--- src/sv/psrl_pkg.sv ---
`default_nettype none
package psrl_pkg;

    localparam int SENDER_ENTRIES   = 256;
    localparam int OVERRIDE_ENTRIES = 16;

    localparam int SIDX_W = (SENDER_ENTRIES > 1) ? $clog2(SENDER_ENTRIES) : 1;
    localparam int FILL_W = $clog2(SENDER_ENTRIES + 1);
    localparam int OIDX_W = (OVERRIDE_ENTRIES > 1) ? $clog2(OVERRIDE_ENTRIES) : 1;

    localparam int KEY_W   = 64;
    localparam int DATA_W  = 32;
    localparam int ENTRY_W = KEY_W + 2 * DATA_W;

    localparam logic [1:0] REQ_CHECK    = 2'd0;
    localparam logic [1:0] REQ_OVERRIDE = 2'd1;
    localparam logic [1:0] REQ_CLEAR    = 2'd2;

    localparam logic [2:0] ST_ALLOWED  = 3'd0;
    localparam logic [2:0] ST_LIMITED  = 3'd1;
    localparam logic [2:0] ST_FULL     = 3'd2;
    localparam logic [2:0] ST_OVR_DONE = 3'd3;
    localparam logic [2:0] ST_OVR_NOT  = 3'd4;

    localparam logic [2:0] CL_CHECK   = 3'd0;
    localparam logic [2:0] CL_NOKEY   = 3'd1;
    localparam logic [2:0] CL_OVR     = 3'd2;
    localparam logic [2:0] CL_OVR_NOT = 3'd3;
    localparam logic [2:0] CL_CLEAR   = 3'd4;

    localparam logic CFG_DEFAULT_MAX    = 1'b0;
    localparam logic CFG_DEFAULT_WINDOW = 1'b1;

    typedef struct packed {
        logic [2:0]        cls;
        logic [KEY_W-1:0]  key;
        logic [DATA_W-1:0] now;
        logic [DATA_W-1:0] omax;
        logic [DATA_W-1:0] owin;
    } t_cmd;

    typedef struct packed {
        logic [2:0]        status;
        logic [DATA_W-1:0] allowed;
        logic [DATA_W-1:0] dropped;
    } t_res;

    typedef struct packed {
        logic [KEY_W-1:0]  key;
        logic [DATA_W-1:0] start;
        logic [DATA_W-1:0] count;
    } t_entry;

endpackage
`default_nettype wire

--- src/sv/psrl_front.sv ---
`default_nettype none
module psrl_front (
    input  wire logic                 i_clk,
    input  wire logic                 i_rst_n,
    input  wire logic                 i_push,
    output logic                      o_full,
    input  wire logic [1:0]           i_req_type,
    input  wire logic                 i_has_key,
    input  wire logic [63:0]          i_source_key,
    input  wire logic [31:0]          i_now,
    input  wire logic [31:0]          i_override_max,
    input  wire logic [31:0]          i_override_window,
    output logic                      o_cmd_valid,
    output psrl_pkg::t_cmd            o_cmd,
    input  wire logic                 i_cmd_pop
);
    psrl_pkg::t_cmd r_q [2];
    logic           r_wp, r_rp;
    logic [1:0]     r_cnt;
    psrl_pkg::t_cmd w_cmd;
    logic           w_push, w_pop;

    always_comb begin
        w_cmd.key  = i_source_key;
        w_cmd.now  = i_now;
        w_cmd.omax = i_override_max;
        w_cmd.owin = i_override_window;
        case (i_req_type)
            psrl_pkg::REQ_CHECK:
                w_cmd.cls = i_has_key ? psrl_pkg::CL_CHECK : psrl_pkg::CL_NOKEY;
            psrl_pkg::REQ_OVERRIDE:
                w_cmd.cls = (i_has_key && i_override_max != '0) ?
                            psrl_pkg::CL_OVR : psrl_pkg::CL_OVR_NOT;
            psrl_pkg::REQ_CLEAR:
                w_cmd.cls = psrl_pkg::CL_CLEAR;
            default:
                w_cmd.cls = psrl_pkg::CL_OVR_NOT;
        endcase
    end

    assign o_full      = (r_cnt == 2'd2);
    assign o_cmd_valid = (r_cnt != 2'd0);
    assign o_cmd       = r_q[r_rp];
    assign w_push      = i_push && !o_full;
    assign w_pop       = i_cmd_pop && o_cmd_valid;

    always_ff @(posedge i_clk) begin
        if (w_push) begin
            r_q[r_wp] <= w_cmd;
        end
        if (!i_rst_n) begin
            r_wp  <= 1'b0;
            r_rp  <= 1'b0;
            r_cnt <= 2'd0;
        end else begin
            if (w_push) r_wp <= ~r_wp;
            if (w_pop)  r_rp <= ~r_rp;
            r_cnt <= r_cnt + {1'b0, w_push} - {1'b0, w_pop};
        end
    end
endmodule
`default_nettype wire

--- config.mk ---
export PLATFORM = sky130hd
export DESIGN_NAME = psrl_front
export DESIGN_NICKNAME = d
export VERILOG_FILES = /design/src/sv/psrl_pkg.sv /design/src/sv/psrl_front.sv
export SDC_FILE = /design/constraint.sdc
export NUM_CORES = 1
export LEC_CHECK = 0
export BUFFER_PORTS_ARGS = -buffer_cell sky130_fd_sc_hd__buf_4
export CAP_MARGIN = 30
export CORE_MARGIN = 5
export CORE_UTILIZATION = 30
export DETAILED_ROUTE_END_ITERATION = 8
export PLACE_DENSITY_LB_ADDON = 0.08
export SKIP_CTS_REPAIR_TIMING = 1
export SYNTH_ARGS = -nofsm -noshare
export SYNTH_HDL_FRONTEND = slang
export SYNTH_SLANG_ARGS = --single-unit
--- constraint.sdc ---
create_clock -name i_clk -period 7.3 [get_ports i_clk]
set_input_delay 1.46 -clock i_clk [delete_from_list [all_inputs] [get_ports i_clk]]
set_output_delay 1.46 -clock i_clk [all_outputs]
set_load 0.01 [all_outputs]
==> metrics.txt, run 1 <==
status complete, no violations; class of the most critical setup path flip-flop to output port; number of setup violations in the final report 0; Post-Route Skew 0.0116 ns; Post-Synthesis Mean Instance Area 22.4 sq um; synthesized net count 721; Worst-Margin Slew 0.996 ns; delay of the slowest cell on the worst path 0.83 ns; highest clock frequency the design can meet 235 MHz; H-tree levels 2; pins over their slew limit 0; total routing resource utilization after global routing 12.4%; number of global-route vias before repair 6740; Worst setup SP type flip-flop; clock latency of the later-clocked register in the worst-skew pair 0.54 ns; Clock Power Share 29.9%; count of port buffers added during placement 331; Hold Crit Endpoint r_wp; final critical-path share of the clock period 58.2%; final wirelength 29300 microns; max-cap check violation count 0; switching part of the total 26.7%; number of cells on the worst reg-to-reg path 5; last weighted congestion value of the routability-driven placer 0.721; Data required, critical path 5.84 ns; family with the most delay on the worst path buffers and inverters; sequential power share 42.2%; Hold Path Class flip-flop to flip-flop; number of remaining DRC errors 0; clock sink total 331; Synth-to-Final Area Change 34.5%; wire length of the first global-routing pass 41800 microns; launch point of the worst hold path r_wp; overflow left after global routing 0; maximum fanout count along the critical path 59; Core Footprint 40800 sq um; number of buffers created by CTS 38; post-detailed-route wirelength per cell 20.0 microns; post-synthesis register bit count 331; Pint 4.39 mW; count of endpoints failing hold in the final timing report 0; hold_ws 0.509 ns; DR vias 6289; dominant cell type by count on the critical path sky130_fd_sc_hd__buf_4; Setup crit end kind output port; initial core utilization 30.3%; Die Span X 213 microns; DRC violation total after the first TritonRoute iteration 196; Detail Route Antenna Nets 0; die outline height 213 microns; share of post-route cells with drive strength above 1 59.2%; CTS clk-pin slew, worst paths 0.06 ns; critical path, cell by cell buf_4 -> mux2_2 -> buf_4; area fraction of the dominant cell type after synthesis 79.1%; total negative slack for setup checks 0 ns; Register Area 9890 sq um; Synth warnings 0; post-layout minimum cycle time 4.25 ns; area of the die 45400 sq um; slowest cell on the critical path sky130_fd_sc_hd__buf_4; area taken by multi-input logic gates 2310 sq um; endpoint of the worst register-to-register path r_q[0][131]; count of flip-flops with a built-in enable after synthesis 326; number of antenna violations at the first check in global routing 0; buffer levels on the longest clock path 3; Post-synth top flop sky130_fd_sc_hd__edfxtp_1; number of rows created at floorplan 74; maximum vdd drop 0.000188 V; buffer and inverter count on the worst path 2; drt first pass iters 4; Final Total Pwr 5.99 mW; cell depth of the worst hold path 2; Async S/R FF share, synth 0%; unrepaired setup endpoints after global routing false; net switching power figure 1.60 mW; combinational share of power 27.9%; r2r setup slk 4.74 ns; static leakage power 6.24 nW; number of nets in the final layout 1078; Filler Cells Inserted 3741; post-synthesis cell type count 29; I/O pins 332; register area share after synthesis 79.9%; power density over cell area 360 nW/um^2; source of the worst register-to-register timing path r_cnt[0]; DP HPWL 19400 microns; Yosys top cell by area sky130_fd_sc_hd__edfxtp_1; maximum number of pins on one net before global-route repair 164; Arr. time, crit path 2.79 ns; clock tree from TritonCTS yes; Max-Slew Margin vs Limit 33.6%; synthesized area 12400 sq um; cells taking the most area after synthesis sky130_fd_sc_hd__edfxtp_1 79%, sky130_fd_sc_hd__mux2_4 8.5%, sky130_fd_sc_hd__mux2_2 8.5%, sky130_fd_sc_hd__buf_6 0.82%, sky130_fd_sc_hd__dfxtp_1 0.81%; gate count after technology mapping 552; vias per inst 4.29; Root Driver sky130_fd_sc_hd__clkbuf_16
[synthesized netlist by cell type, types with 2 or more instances]
master,count
sky130_fd_sc_hd__buf_2,9
sky130_fd_sc_hd__edfxtp_1,326
sky130_fd_sc_hd__ha_1,2
sky130_fd_sc_hd__and2_1,2
sky130_fd_sc_hd__buf_6,9
sky130_fd_sc_hd__dfxtp_1,5
sky130_fd_sc_hd__nor4_1,7
sky130_fd_sc_hd__mux2_2,93
sky130_fd_sc_hd__nor2_1,4
sky130_fd_sc_hd__inv_1,6
sky130_fd_sc_hd__mux2_4,70
sky130_fd_sc_hd__nand2_1,2
[registers in the layout (all words and copies together) (netlist names), named ones only]
register  cells
r_cnt         2
r_rp          1
r_wp          1
r_q         326
[placed cells by master, fill, tap and decap left out, types with 2 or more instances in the layout]
cell	count
sky130_fd_sc_hd__nor4_1	7
sky130_fd_sc_hd__buf_4	334
sky130_fd_sc_hd__mux2_4	70
sky130_fd_sc_hd__ha_1	2
sky130_fd_sc_hd__edfxtp_1	326
sky130_fd_sc_hd__inv_1	5
sky130_fd_sc_hd__dfxtp_1	4
sky130_fd_sc_hd__clkbuf_8	3
sky130_fd_sc_hd__mux2_2	93
sky130_fd_sc_hd__clkbuf_1	9
sky130_fd_sc_hd__clkinv_1	6
sky130_fd_sc_hd__clkbuf_16	41
sky130_fd_sc_hd__nand2_1	2
sky130_fd_sc_hd__nor2_1	4
sky130_fd_sc_hd__buf_12	2
sky130_fd_sc_hd__clkinv_2	3
sky130_fd_sc_hd__and2_1	2
sky130_fd_sc_hd__clkinvlp_4	2
[per-layer routing]
| metal | track usage [%] | vias up | part of all wire (%) |
|---|---|---|---|
| met5 | 0 | - | 0 |
| met4 | 4.57 | 0 | 2.3 |
| met3 | 5.32 | 45 | 10 |
| met2 | 19.3 | 210 | 47 |
| met1 | 15.4 | 3118 | 40 |
| li1 | - | 2916 | - |
[worst max-delay path by stage]
stage	startpoint	endpoint	slack [ns]	depth (start not counted)
6_report	flip-flop	o_cmd[82]	3.05	3
5_1_grt	flip-flop	o_cmd[21]	2.88	3
4_1_cts	flip-flop	o_cmd[21]	2.94	3
3_5_place_dp	flip-flop	o_cmd[21]	3.54	3
3_3_place_gp	flip-flop	o_cmd[82]	3.54	3
2_1_floorplan	i_push	r_q[1][0]	1.51	1
[cells by family after synthesis]
logic type / synth area share, %
flip-flops: 79.9
adder cells (fa/ha/maj): 0.202
multiplexers: 17.0
AO/OA/AOI/OAI: 0.263
AND/OR/NAND/NOR: 1.09
buffers and inverters: 1.40
XOR/XNOR: 0.142
[metrics by stage]
step | util (%) | area [sq um] | std cells | setup WS [ns]
after detailed placement | 37.8 | 15400 | 1401 | 3.54
after floorplan | - | 12400 | 552 | 1.51
after global routing | 40.7 | 16600 | 1466 | 2.88
after CTS | 40.7 | 16600 | 1466 | 2.94
after global placement | 37.8 | 15400 | 1401 | 3.54
final | 40.7 | 16600 | 1467 | 3.05
[cell type report]
type / count / area share, %
sequential: 331 / 59.5
timing repair buffer: 336 / 15.3
multi-input combinational: 196 / 13.9
clock buffer: 53 / 6.62
tap: 532 / 4.00
clock inverter: 12 / 0.496
inverter: 6 / 0.165
antenna: 1 / 0.0150
[tightest hold or removal path, stage by stage (launching register included)]
cell and delay [ns]:
sky130_fd_sc_hd__dfxtp_1 0.32, sky130_fd_sc_hd__o21ai_0 0.08, sky130_fd_sc_hd__a21oi_1 0.06
[power by group through the flow]
stage	Combinational [mW]	Clock (mW)	Sequential, mW
final	1.67	1.79	2.53
after global routing	1.80	1.95	2.55
after CTS	1.72	1.87	2.53
after detailed placement	1.72	0	2.57
after global placement	1.72	0	2.57
after floorplan	0.973	0	2.55
(Power assumes the default switching activity.)
==> run 2: changes to the inputs <==
==> constraint.sdc (replaced) <==
create_clock -name i_clk -period 3.6 [get_ports i_clk]
set_input_delay 0.72 -clock i_clk [delete_from_list [all_inputs] [get_ports i_clk]]
set_output_delay 0.72 -clock i_clk [all_outputs]
set_load 0.01 [all_outputs]
==> metrics.txt, run 2 (synthesis gave the netlist of run 1 again) <==
largest reg by FF count r_q (unchanged); Post-Route Skew 0.0112 ns (was 0.0116 ns); count of port buffers added during placement 331 (unchanged); highest clock frequency the design can meet 341 MHz; clock latency of the later-clocked register in the worst-skew pair 0.54 ns (about the same); commonest cells after routing, fill and taps aside 339 x sky130_fd_sc_hd__buf_4, 326 x sky130_fd_sc_hd__edfxtp_1, 93 x sky130_fd_sc_hd__mux2_2 (was 334 x sky130_fd_sc_hd__buf_4, 326 x sky130_fd_sc_hd__edfxtp_1, 93 x sky130_fd_sc_hd__mux2_2); DR vias 6394 (was 6289); leading registers by flop count r_q x326, r_cnt x2 (unchanged); power density over cell area 723 nW/um^2 (was 360 nW/um^2); number of antenna violations at the first check in global routing 3 (was 0); Core Footprint 40800 sq um (unchanged); initial core utilization 30.3% (unchanged); sequential power share 42.1% (was 42.2%); post-layout minimum cycle time 2.93 ns; combinational share of power 29.1% (was 27.9%); Worst setup SP type flip-flop (unchanged); max-cap check violation count 0 (unchanged); Data required, critical path 2.88 ns (was 5.84 ns); post-detailed-route wirelength per cell 19.8 microns (was 20.0 microns); number of buffers created by CTS 38 (unchanged); class of the most critical setup path flip-flop to output port (unchanged); clock tree from TritonCTS yes (unchanged); Hold Path Class primary input to flip-flop (was flip-flop to flip-flop); most common cell after layout, fill and taps aside sky130_fd_sc_hd__buf_4 (unchanged); final critical-path share of the clock period 81.5%; static leakage power 6.30 nW (was 6.24 nW); final wirelength 29400 microns (was 29300 microns); number of remaining DRC errors 0 (unchanged); number of setup violations in the final report 0 (unchanged); Arr. time, crit path 2.21 ns (was 2.79 ns); number of global-route vias before repair 6863 (was 6740); vias per inst 4.31 (was 4.29); share of post-route cells with drive strength above 1 59.3% (was 59.2%); H-tree levels 2 (unchanged); DRC violation total after the first TritonRoute iteration 299 (was 196); CTS clk-pin slew, worst paths 0.06 ns (about the same); I/O pins 332 (unchanged); drt first pass iters 4 (unchanged); Final Total Pwr 12.1 mW (was 5.99 mW); Worst-Margin Slew 0.829 ns (was 0.996 ns); total routing resource utilization after global routing 12.5% (was 12.4%); unrepaired setup endpoints after global routing false (unchanged); Setup crit end kind output port (unchanged); overflow left after global routing 0 (unchanged); Max-Slew Margin vs Limit 44.8% (was 33.6%); share of the core filled with cells 41.1% (was 40.7%); die outline height 213 microns (unchanged); net switching power figure 3.26 mW (was 1.60 mW); area of the die 45400 sq um (unchanged); Detail Route Antenna Nets 0 (unchanged); number of rows created at floorplan 74 (unchanged); status complete, no violations (unchanged); maximum fanout count along the critical path 39 (was 59); buffer levels on the longest clock path 3 (unchanged); pins over their slew limit 0 (unchanged); Root Driver sky130_fd_sc_hd__clkbuf_16 (unchanged); clock sink total 331 (unchanged); wire length of the first global-routing pass 42100 microns (was 41800 microns); maximum number of pins on one net before global-route repair 83 (was 164); Pint 8.88 mW (was 4.39 mW); Die Span X 213 microns (unchanged); maximum vdd drop 0.000323 V (was 0.000188 V); Synth-to-Final Area Change 35.7% (was 34.5%); max FFs per register 326 (unchanged); number of nets in the final layout 1090 (was 1078); DP HPWL 20100 microns (was 19400 microns); switching part of the total 26.9% (was 26.7%); count of endpoints failing hold in the final timing report 0 (unchanged); Clock Power Share 28.8% (was 29.9%); last weighted congestion value of the routability-driven placer 0.718 (was 0.721)
[run 2: changes by cell type in the layout (fill, tap and decap cells not counted), sizes merged]
| cell | change |
|---|---|
| diode | +1 |
| inv | -1 |
| buf | +12 |
| bufinv | -1 |
| clkbuf | +2 |
| clkinv | +4 |
[run 2: power groups by stage]
stage / Sequential, mW / Clock [mW] / Combinational, mW
3_3_place_gp: 5.19 / 0 / 3.64
3_5_place_dp: 5.20 / 0 / 3.63
4_1_cts: 5.12 / 3.65 / 3.64
5_1_grt: 5.17 / 3.80 / 3.79
2_1_floorplan: 5.13 / 0 / 1.98
6_report: 5.11 / 3.49 / 3.53
[run 2: final cells by class]
| cell class | count | area (sq um) |
|---|---|---|
| inverters | 6 | 33.8 |
| repair buffers | 348 | 2730 |
| diodes | 2 | 5.00 |
| multi-input cells | 196 | 2320 |
| clock buffers | 55 | 1080 |
| flip-flops and latches | 331 | 9890 |
| well taps | 532 | 666 |
| fillers | 3752 | 24100 |
| clock inverters | 14 | 61.3 |
[run 2: path summary, 6_finish.rpt]
kind / from / endpoint / slack, ns / cells after the start
max: flip-flop / o_cmd[70] / 0.67 / 3
min: i_now[25] / r_q[1][89] / 0.37 / 1
max reg2reg: r_cnt[0] / r_q[1][65] / 1.61 / 3
min reg2reg: r_wp / r_wp / 0.50 / 2
[run 2: metrics by stage]
step / cell area (sq um) / TNS (ns) / setup slack (ns) / hold WS (ns) / std cells
floorplan: 12400 / -9.83 / -0.0603 / 0.462 / 552
global placement: 15600 / 0 / 1.15 / 0.485 / 1413
detailed placement: 15600 / 0 / 1.15 / 0.498 / 1413
CTS: 16800 / 0 / 0.564 / 0.316 / 1482
global route: 16800 / 0 / 0.531 / 0.330 / 1482
finish: 16800 / 0 / 0.668 / 0.367 / 1484
[run 2: metal layers]
metal	part of all wire (%)	up-vias	global-route usage, %
li1	-	2939	-
met3	9.5	48	4.79
met5	0.024	-	0
met2	47	221	19.8
met4	2.3	2	4.81
met1	41	3184	15.5
[run 2: critical path, cell delays in order, from the launching register on]
cell,delay (ns)
sky130_fd_sc_hd__dfxtp_4,0.79
sky130_fd_sc_hd__buf_12,0.31
sky130_fd_sc_hd__mux2_2,0.40
sky130_fd_sc_hd__buf_4,0.15
